===== config.mk =====
export PLATFORM = sky130hd
export DESIGN_NAME = oled_i2c_write_framer_core
export DESIGN_NICKNAME = d
export VERILOG_FILES = /design/src/hdl/oiwf_pkg.sv /design/src/hdl/oiwf_front.sv /design/src/hdl/oiwf_queue.sv /design/src/hdl/oiwf_back.sv /design/src/hdl/oled_i2c_write_framer_core.sv
export SDC_FILE = /design/constraint.sdc
export NUM_CORES = 1
export LEC_CHECK = 0
export ABC_AREA = 1
export BUFFER_PORTS_ARGS = -buffer_cell sky130_fd_sc_hd__buf_2
export CORE_MARGIN = 2
export CORE_UTILIZATION = 58
export DETAILED_ROUTE_END_ITERATION = 8
export GPL_ROUTABILITY_DRIVEN = 0
export HOLD_SLACK_MARGIN = 0.03
export PLACE_DENSITY_LB_ADDON = 0.05
export RECOVER_POWER = 25
export SLEW_MARGIN = 20
export SYNTH_ARGS = -nofsm -noshare
export SYNTH_HDL_FRONTEND = slang
export SYNTH_HIERARCHICAL = 1
export SYNTH_SLANG_ARGS = --single-unit

===== constraint.sdc =====
create_clock -name aclk -period 2.6 [get_ports aclk]
set_input_delay 0.26 -clock aclk [delete_from_list [all_inputs] [get_ports aclk]]
set_output_delay 0.26 -clock aclk [all_outputs]
set_load 0.01 [all_outputs]

===== src/hdl/oiwf_pkg.sv =====
// ----------------------------------------------------------------------------
// oiwf_pkg: shared types and constants of the write framer
// Word descriptor between front and back, symbol codes, sequencer phases.
// ----------------------------------------------------------------------------
package oiwf_pkg;

    localparam int BYTE_W = 8;
    localparam int BIT_W  = 4;                  // bit counter, holds 0..8
    localparam logic [BIT_W-1:0] ACK_SLOT = 4'd8;
    localparam logic [2:0]       MSB_IDX  = 3'd7;

    localparam logic [BYTE_W-1:0] CTRL_COMMAND = 8'h00;
    localparam logic [BYTE_W-1:0] CTRL_DATA    = 8'h40;
    localparam logic [BYTE_W-1:0] ADDR_RESET   = 8'h78;

    localparam int Q_DEPTH = 2;
    localparam int Q_AW    = 1;                 // index bits for Q_DEPTH
    localparam int Q_CW    = Q_AW + 1;          // count holds 0..Q_DEPTH

    typedef enum logic [1:0] {
        KIND_CLOCK = 2'd0,
        KIND_START = 2'd1,
        KIND_STOP  = 2'd2
    } symbol_kind_t;

    typedef enum logic [2:0] {
        PH_FIRST,
        PH_START,
        PH_ADDR,
        PH_CTRL,
        PH_DATA,
        PH_STOP
    } phase_t;

    typedef struct packed {
        logic [BYTE_W-1:0] payload;
        logic [BYTE_W-1:0] ctrl_byte;
        logic              opens;
        logic              closes;
    } item_t;

    typedef struct packed {
        logic            full;
        logic            empty;
        logic [Q_CW-1:0] count;
    } q_status_t;

endpackage


===== src/hdl/oiwf_front.sv =====
// ----------------------------------------------------------------------------
// oiwf_front: input word capture and classification
// Registers one input word and turns it into a descriptor for the queue.
// ----------------------------------------------------------------------------
module oiwf_front (
    input  logic                  aclk,
    input  logic                  aresetn,
    input  logic                  in_valid,
    output logic                  in_ready,
    input  logic [7:0]            in_payload,
    input  logic                  in_is_data,
    input  logic                  in_opens,
    input  logic                  in_closes,
    output logic                  out_valid,
    input  logic                  out_ready,
    output oiwf_pkg::item_t       out_item
);

    logic            valid_reg, valid_next;
    oiwf_pkg::item_t item_reg, item_next;

    assign in_ready  = !valid_reg || out_ready;
    assign out_valid = valid_reg;
    assign out_item  = item_reg;

    always_comb begin
        valid_next = valid_reg;
        item_next  = item_reg;
        if (out_ready) begin
            valid_next = 1'b0;
        end
        if (in_valid && in_ready) begin
            valid_next          = 1'b1;
            item_next.payload   = in_payload;
            item_next.ctrl_byte = in_is_data ? oiwf_pkg::CTRL_DATA : oiwf_pkg::CTRL_COMMAND;
            item_next.opens     = in_opens;
            item_next.closes    = in_closes;
        end
    end

    always_ff @(posedge aclk) begin
        if (!aresetn) begin
            valid_reg <= 1'b0;
        end else begin
            valid_reg <= valid_next;
        end
        item_reg <= item_next;
    end

endmodule


===== src/hdl/oiwf_queue.sv =====
// ----------------------------------------------------------------------------
// oiwf_queue: short descriptor queue
// Decouples the front from the symbol sequencer; head is read in place.
// ----------------------------------------------------------------------------
module oiwf_queue (
    input  logic                  aclk,
    input  logic                  aresetn,
    input  logic                  push,
    output logic                  push_ready,
    input  oiwf_pkg::item_t       push_item,
    output logic                  head_valid,
    input  logic                  pop,
    output oiwf_pkg::item_t       head_item,
    output oiwf_pkg::q_status_t   status
);

    oiwf_pkg::item_t                entry_reg [oiwf_pkg::Q_DEPTH];
    logic [oiwf_pkg::Q_AW-1:0]      wr_ptr_reg, wr_ptr_next;
    logic [oiwf_pkg::Q_AW-1:0]      rd_ptr_reg, rd_ptr_next;
    logic [oiwf_pkg::Q_CW-1:0]      count_reg, count_next;
    logic                           do_push, do_pop;

    assign status.full  = (count_reg == oiwf_pkg::Q_CW'(oiwf_pkg::Q_DEPTH));
    assign status.empty = (count_reg == '0);
    assign status.count = count_reg;

    assign push_ready = !status.full;
    assign head_valid = !status.empty;
    assign head_item  = entry_reg[rd_ptr_reg];

    assign do_push = push && push_ready;
    assign do_pop  = pop && head_valid;

    // pointers wrap at the depth
    always_comb begin
        wr_ptr_next = wr_ptr_reg;
        rd_ptr_next = rd_ptr_reg;
        count_next  = count_reg;
        if (do_push) begin
            wr_ptr_next = (wr_ptr_reg == oiwf_pkg::Q_AW'(oiwf_pkg::Q_DEPTH - 1))
                          ? '0 : wr_ptr_reg + 1'b1;
        end
        if (do_pop) begin
            rd_ptr_next = (rd_ptr_reg == oiwf_pkg::Q_AW'(oiwf_pkg::Q_DEPTH - 1))
                          ? '0 : rd_ptr_reg + 1'b1;
        end
        if (do_push && !do_pop) begin
            count_next = count_reg + 1'b1;
        end else if (do_pop && !do_push) begin
            count_next = count_reg - 1'b1;
        end
    end

    always_ff @(posedge aclk) begin
        if (!aresetn) begin
            wr_ptr_reg <= '0;
            rd_ptr_reg <= '0;
            count_reg  <= '0;
        end else begin
            wr_ptr_reg <= wr_ptr_next;
            rd_ptr_reg <= rd_ptr_next;
            count_reg  <= count_next;
        end
        if (do_push) begin
            entry_reg[wr_ptr_reg] <= push_item;
        end
    end

endmodule


===== src/hdl/oiwf_back.sv =====
// ----------------------------------------------------------------------------
// oiwf_back: bus symbol sequencer
// Walks start, address and control (opening heads), payload and stop (closing
// heads), one symbol per cycle unless stalled, into a registered output stage.
// ----------------------------------------------------------------------------
module oiwf_back (
    input  logic                  aclk,
    input  logic                  aresetn,
    input  logic [7:0]            slave_addr,
    input  logic                  head_valid,
    input  oiwf_pkg::item_t       head_item,
    output logic                  pop,
    output logic                  sym_valid,
    input  logic                  sym_ready,
    output oiwf_pkg::symbol_kind_t sym_kind,
    output logic                  sym_sda,
    output logic                  sym_last
);

    oiwf_pkg::phase_t               phase_reg, phase_next, cur_phase;
    logic [oiwf_pkg::BIT_W-1:0]     bit_reg, bit_next;
    logic                           out_valid_reg, out_valid_next;
    oiwf_pkg::symbol_kind_t         out_kind_reg, out_kind_next;
    logic                           out_sda_reg, out_sda_next;
    logic                           out_last_reg, out_last_next;
    logic                           advance, fire, ack_slot;
    logic [oiwf_pkg::BYTE_W-1:0]    cur_byte;
    oiwf_pkg::symbol_kind_t         kind;
    logic                           sda, last;

    assign advance  = !out_valid_reg || sym_ready;
    assign fire     = head_valid && advance;
    assign ack_slot = (bit_reg == oiwf_pkg::ACK_SLOT);

    // a fresh head starts with its header only when it opens a frame
    always_comb begin
        cur_phase = phase_reg;
        if (phase_reg == oiwf_pkg::PH_FIRST) begin
            cur_phase = head_item.opens ? oiwf_pkg::PH_START : oiwf_pkg::PH_DATA;
        end
    end

    // symbol outputs
    always_comb begin
        kind     = oiwf_pkg::KIND_CLOCK;
        sda      = 1'b0;
        last     = 1'b0;
        cur_byte = head_item.payload;
        case (cur_phase)
            oiwf_pkg::PH_ADDR: cur_byte = slave_addr;
            oiwf_pkg::PH_CTRL: cur_byte = head_item.ctrl_byte;
            default:           cur_byte = head_item.payload;
        endcase
        case (cur_phase)
            oiwf_pkg::PH_START: begin
                kind = oiwf_pkg::KIND_START;
            end
            oiwf_pkg::PH_STOP: begin
                kind = oiwf_pkg::KIND_STOP;
                last = 1'b1;
            end
            oiwf_pkg::PH_ADDR, oiwf_pkg::PH_CTRL, oiwf_pkg::PH_DATA: begin
                sda = ack_slot ? 1'b1 : cur_byte[oiwf_pkg::MSB_IDX - bit_reg[2:0]];
                if (cur_phase == oiwf_pkg::PH_DATA && ack_slot && !head_item.closes) begin
                    last = 1'b1;
                end
            end
            default: begin
                kind = oiwf_pkg::KIND_CLOCK;
            end
        endcase
        pop = fire && last;
    end

    // next state
    always_comb begin
        phase_next = phase_reg;
        bit_next   = bit_reg;
        if (fire) begin
            case (cur_phase)
                oiwf_pkg::PH_START: begin
                    phase_next = oiwf_pkg::PH_ADDR;
                    bit_next   = '0;
                end
                oiwf_pkg::PH_ADDR: begin
                    bit_next   = ack_slot ? '0 : bit_reg + 1'b1;
                    phase_next = ack_slot ? oiwf_pkg::PH_CTRL : oiwf_pkg::PH_ADDR;
                end
                oiwf_pkg::PH_CTRL: begin
                    bit_next   = ack_slot ? '0 : bit_reg + 1'b1;
                    phase_next = ack_slot ? oiwf_pkg::PH_DATA : oiwf_pkg::PH_CTRL;
                end
                oiwf_pkg::PH_DATA: begin
                    bit_next = ack_slot ? '0 : bit_reg + 1'b1;
                    if (ack_slot) begin
                        phase_next = head_item.closes ? oiwf_pkg::PH_STOP : oiwf_pkg::PH_FIRST;
                    end else begin
                        phase_next = oiwf_pkg::PH_DATA;
                    end
                end
                oiwf_pkg::PH_STOP: begin
                    phase_next = oiwf_pkg::PH_FIRST;
                    bit_next   = '0;
                end
                default: begin
                    phase_next = oiwf_pkg::PH_FIRST;
                    bit_next   = '0;
                end
            endcase
        end
    end

    // output stage
    always_comb begin
        out_valid_next = out_valid_reg;
        out_kind_next  = out_kind_reg;
        out_sda_next   = out_sda_reg;
        out_last_next  = out_last_reg;
        if (advance) begin
            out_valid_next = head_valid;
            out_kind_next  = kind;
            out_sda_next   = sda;
            out_last_next  = last;
        end
    end

    assign sym_valid = out_valid_reg;
    assign sym_kind  = out_kind_reg;
    assign sym_sda   = out_sda_reg;
    assign sym_last  = out_last_reg;

    always_ff @(posedge aclk) begin
        if (!aresetn) begin
            phase_reg     <= oiwf_pkg::PH_FIRST;
            bit_reg       <= '0;
            out_valid_reg <= 1'b0;
        end else begin
            phase_reg     <= phase_next;
            bit_reg       <= bit_next;
            out_valid_reg <= out_valid_next;
        end
        out_kind_reg <= out_kind_next;
        out_sda_reg  <= out_sda_next;
        out_last_reg <= out_last_next;
    end

endmodule


===== src/hdl/oled_i2c_write_framer_core.sv =====
// ----------------------------------------------------------------------------
// oled_i2c_write_framer_core: write-only I2C framer for a display controller
// Turns byte words into a stream of bus symbols (start, bit clock, stop).
// ----------------------------------------------------------------------------
// Usage:
//   s_ channel: one word per byte to send. s_tdata[7:0] is the byte,
//   s_tdata[8] opens a frame (start + address byte + control byte first),
//   s_tuser selects data (control 0x40) or command (control 0x00), s_tlast
//   closes the frame with a stop after the byte.
//   m_ channel: one word per bus symbol. m_tuser is the kind (clock, start,
//   stop), m_tdata[0] the SDA level during a clock (1 in the ack slot),
//   m_tlast marks the last symbol produced for an input word.
//   cfg_we/cfg_wdata: slave address byte (write bit included), 0x78 at reset.
//   Write it only while the block is idle.
// Timing:
//   First symbol words pass the front register, queue and output stage. The
//   sequencer puts out one symbol per cycle unless m_tready stalls it; start,
//   address and control bytes and a stop frame a byte as its word asks. The
//   front stage and a 2-deep queue keep s_tready up while the sequencer works.
// Reset clears the queue, the sequencer and the output stage. When m_tready
// is low the output word holds and the sequencer stalls; the front keeps
// taking words until the queue and the front register are full.
// ----------------------------------------------------------------------------
module oled_i2c_write_framer_core (
    input  logic        aclk,
    input  logic        aresetn,
    // input words
    input  logic        s_tvalid,
    output logic        s_tready,
    input  logic [15:0] s_tdata,    // [7:0] payload_byte, [8] opens_frame, rest zero
    input  logic        s_tuser,    // [0] is_data
    input  logic        s_tlast,    // closes_frame
    // symbol words
    output logic        m_tvalid,
    input  logic        m_tready,
    output logic [7:0]  m_tdata,    // [0] sda_level, rest zero
    output logic [1:0]  m_tuser,    // [1:0] symbol_kind
    output logic        m_tlast,    // last_of_run
    // slave address register
    input  logic        cfg_we,
    input  logic [7:0]  cfg_wdata
);

    logic [7:0]              slave_addr_reg;
    logic                    front_valid, front_ready;
    oiwf_pkg::item_t         front_item;
    logic                    head_valid, head_pop;
    oiwf_pkg::item_t         head_item;
    oiwf_pkg::q_status_t     q_status;
    oiwf_pkg::symbol_kind_t  sym_kind;
    logic                    sym_sda;

    always_ff @(posedge aclk) begin
        if (!aresetn) begin
            slave_addr_reg <= oiwf_pkg::ADDR_RESET;
        end else if (cfg_we) begin
            slave_addr_reg <= cfg_wdata;
        end
    end

    // front: capture and classify each word
    oiwf_front u_front (
        .aclk       (aclk),
        .aresetn    (aresetn),
        .in_valid   (s_tvalid),
        .in_ready   (s_tready),
        .in_payload (s_tdata[7:0]),
        .in_is_data (s_tuser),
        .in_opens   (s_tdata[8]),
        .in_closes  (s_tlast),
        .out_valid  (front_valid),
        .out_ready  (front_ready),
        .out_item   (front_item)
    );

    // queue between front and sequencer
    oiwf_queue u_queue (
        .aclk       (aclk),
        .aresetn    (aresetn),
        .push       (front_valid),
        .push_ready (front_ready),
        .push_item  (front_item),
        .head_valid (head_valid),
        .pop        (head_pop),
        .head_item  (head_item),
        .status     (q_status)
    );

    // back: symbol sequencer with registered output
    oiwf_back u_back (
        .aclk       (aclk),
        .aresetn    (aresetn),
        .slave_addr (slave_addr_reg),
        .head_valid (head_valid),
        .head_item  (head_item),
        .pop        (head_pop),
        .sym_valid  (m_tvalid),
        .sym_ready  (m_tready),
        .sym_kind   (sym_kind),
        .sym_sda    (sym_sda),
        .sym_last   (m_tlast)
    );

    assign m_tuser = sym_kind;
    assign m_tdata = {7'd0, sym_sda};

    // a stop always ends the run of its word
    a_stop_is_last: assert property (@(posedge aclk) disable iff (!aresetn)
        m_tvalid && m_tuser == oiwf_pkg::KIND_STOP |-> m_tlast)
        else $error("stop symbol without last flag");

    // a start is never the final symbol of a word
    a_start_not_last: assert property (@(posedge aclk) disable iff (!aresetn)
        m_tvalid && m_tuser == oiwf_pkg::KIND_START |-> !m_tlast)
        else $error("start symbol flagged last");

    // start and stop carry SDA low
    a_cond_sda_low: assert property (@(posedge aclk) disable iff (!aresetn)
        m_tvalid && (m_tuser == oiwf_pkg::KIND_START || m_tuser == oiwf_pkg::KIND_STOP)
        |-> m_tdata[0] == 1'b0)
        else $error("bus condition with SDA high");

    // queue occupancy stays in range and pops only with a head
    a_queue_bounds: assert property (@(posedge aclk) disable iff (!aresetn)
        q_status.count <= oiwf_pkg::Q_CW'(oiwf_pkg::Q_DEPTH) && (!head_pop || head_valid))
        else $error("queue occupancy out of range");

endmodule

==> qor.csv <==
metric,value,unit
number of global-route vias before repair,1914,
number of antenna-violating nets in the routed design,0,
Final Non-Filler Cells,424,
synthesized area per cell,10.7,sq um
count of pins on the block boundary,44,
Avg WL per Cell,12.1,um
largest driver fanout on the critical path,7,
Worst Hold Launch,s_tdata[4],
number of cells upsized or downsized after cts,0,
yosys warns,6,
all-layer global routing usage,18.2,%
H-tree level count,3,
insertion delay of the later-clocked pin in the worst-skew pair,0.33,ns
largest vdd supply drop,0.473,mV
leakage,0.00153,uW
# diodes,0,
total power per unit cell area,707,nW/um^2
count of maximum capacitance violations,0,
final slew viol count,0,
TNS Setup,0,ns
Final Critical Period,2.30,ns
sequential-to-total area share from yosys stat,59.5,%
die span in y,79.6,um
clock-pin slew on the worst setup and hold paths,0.08,ns
hold endpoint,u_front/out_item[14]$_DFFE_PP_,
maximum number of pins on one net before global-route repair,18,
"top cells by area, synth","sky130_fd_sc_hd__edfxtp_1 46%, sky130_fd_sc_hd__dfxtp_1 13%, sky130_fd_sc_hd__nand2_1 6.8%",
number of flip-flops under the largest register name,36,
Total Routed Length,5140,um
share of Yosys cell area claimed by the top area cell type,46.2,%
highest attainable clock frequency,435,MHz
number of cells on the worst reg-to-reg path,15,
standard-cell rows,27,
outcome,completed,
global route overflow,0,
synthesized cell area,3310,sq um
"Hold-fix buffers, CTS",0,
Clock Tree Buf Depth,2,
first drt pass iteration count,4,
total setup violations reported at the end of the flow,0,
Worst Setup Path Type,flip-flop to flip-flop,
capture point of the worst reg-to-reg path,u_queue/count_reg[1]$_SDFFE_PN0P_,
r2r setup slk,0.30,ns
unrepaired setup endpoints after global routing,false,
#FFs+latches synth,73,
crit path launch type,flip-flop,
final period utilization,88.5,%
kind of capture point of the worst setup path,flip-flop,
final worst clock skew,0.00671,ns
layout net count,381,
startpoint of the worst register-to-register path,u_back/bit_reg[0]$_SDFFE_PN0P_,
clock tree from TritonCTS,done,
"commonest cells after routing, fill and taps aside","60 x sky130_fd_sc_hd__nand2_1, 51 x sky130_fd_sc_hd__edfxtp_1, 34 x sky130_fd_sc_hd__nor2_1",
full die area,6330,sq um
count of different cell masters after synthesis,30,
I/O Buffers,29,
CTS Root Cell,sky130_fd_sc_hd__clkbuf_8,
number of failing hold endpoints at the final stage,0,
final HPWL from detailed placement,3690,um
overall die width,79.6,um
violation count after the first detailed-route iteration,136,
cell depth of the worst min-delay path,1,
Yosys top cell by area,sky130_fd_sc_hd__edfxtp_1,
Worst EP required,2.84,ns
effective utilization at floorplan,60.1,%
via total after detailed routing,2071,
Gate Count Post-Synth,310,
pre-CTS setup slack,0.238,ns
worst setup slack after layout,0.299,ns
Post-route DRC,0,
number of buffers created by CTS,9,
CTS Sinks,73,
most common library cell in the layout ignoring fill and taps,sky130_fd_sc_hd__nand2_1,
layout-stage area growth over the synthesis result,10.4,%
arrival time worst endpoint,2.54,ns
routed via count divided by cell count,4.88,
Cell Count Post-Placement,408,
initial antenna violation count,0,
first-pass GRT wire length,8570,um
number of post-CTS setup repair buffers,0,
share of layout cells above drive strength 1,26.1,%
core area,5510,sq um
worst hold-check path type,input port to flip-flop,
-- layout make-up --
| type | instances | area [sq um] |
|---|---|---|
| Clock buffer | 9 | 124 |
| Clock inverter | 7 | 67.6 |
| Fill cell | 449 | 1850 |
| Inverter | 36 | 138 |
| Multi-Input combinational cell | 191 | 1070 |
| Sequential cell | 73 | 1970 |
| Tap cell | 72 | 90.1 |
| Timing Repair Buffer | 36 | 198 |
-- power breakdown --
part | total [uW] | switching [uW] | internal [uW]
clock network | 858 | 416 | 442
registers | 1380 | 45.5 | 1330
logic | 346 | 209 | 138
-- cells by family after synthesis --
logic type | Yosys count | share of synthesized area [%]
multiplexers | 18 | 7.25
flip-flops | 73 | 59.5
buffers and inverters | 58 | 9.78
other | 2 | 0.227
AO/OA/AOI/OAI | 24 | 4.34
AND/OR/NAND/NOR | 132 | 17.7
adder cells (fa/ha/maj) | 3 | 1.13
-- per-layer routing --
metal	global-route usage, %	routed length [um]	vias up
met2	28.7	2430	58
met3	3.96	284	4
met5	0	0	-
met1	23.2	2370	935
met4	10.7	57	0
li1	-	-	1074
-- worst max-delay path: stages, from the launching register on --
cell                      delay, ns
sky130_fd_sc_hd__dfxtp_1       0.39
sky130_fd_sc_hd__inv_2         0.11
sky130_fd_sc_hd__ha_1          0.18
sky130_fd_sc_hd__nand3_2       0.14
sky130_fd_sc_hd__nor2_2        0.13
sky130_fd_sc_hd__inv_1         0.05
sky130_fd_sc_hd__a21oi_1       0.16
sky130_fd_sc_hd__and2_1        0.15
sky130_fd_sc_hd__inv_1         0.05
sky130_fd_sc_hd__nor2_2        0.14
sky130_fd_sc_hd__inv_1         0.06
sky130_fd_sc_hd__ha_1          0.33
sky130_fd_sc_hd__inv_1         0.08
sky130_fd_sc_hd__nand4_1       0.11
sky130_fd_sc_hd__nand2_1       0.08
sky130_fd_sc_hd__nor2_1        0.04
-- how the worst max path moves through the flow --
stage | from | to | slack [ns] | cells past startpoint
floorplan | flip-flop | u_queue/count_reg[1]$_SDFFE_PN0P_ | 0.47 | 15
global placement | u_back/bit_reg[0]$_SDFFE_PN0P_ | u_queue/count_reg[1]$_SDFFE_PN0P_ | 0.30 | 16
detailed placement | u_back/bit_reg[0]$_SDFFE_PN0P_ | u_queue/count_reg[1]$_SDFFE_PN0P_ | 0.24 | 15
CTS | u_back/bit_reg[0]$_SDFFE_PN0P_ | u_queue/count_reg[1]$_SDFFE_PN0P_ | 0.20 | 16
global route | u_back/bit_reg[0]$_SDFFE_PN0P_ | u_queue/count_reg[1]$_SDFFE_PN0P_ | 0.04 | 16
finish | u_back/bit_reg[0]$_SDFFE_PN0P_ | u_queue/count_reg[1]$_SDFFE_PN0P_ | 0.30 | 15
-- cell usage after synthesis (all sizes together) --
cell	count
o21ai	7
mux2	18
dfxtp	22
o22ai	1
ha	3
nor2	37
nor3	1
nand4	5
edfxtp	51
conb	2
buf	22
inv	36
a21oi	16
nand3	22
and2	1
nand2	66
-- through the flow --
step | power, uW | util [%] | hold WS (ns) | cell area, sq um
final | 2580 | 66.4 | 0.0930 | 3650
after global routing | 2710 | 66.4 | 0.0728 | 3650
after CTS | 2610 | 66.3 | 0.0753 | 3650
after detailed placement | 1750 | 62.8 | 0.435 | 3460
after global placement | 1740 | 62.8 | 0.422 | 3460
after floorplan | 1680 | - | 0.359 | 3360
Power figures use the tool's default switching activity.
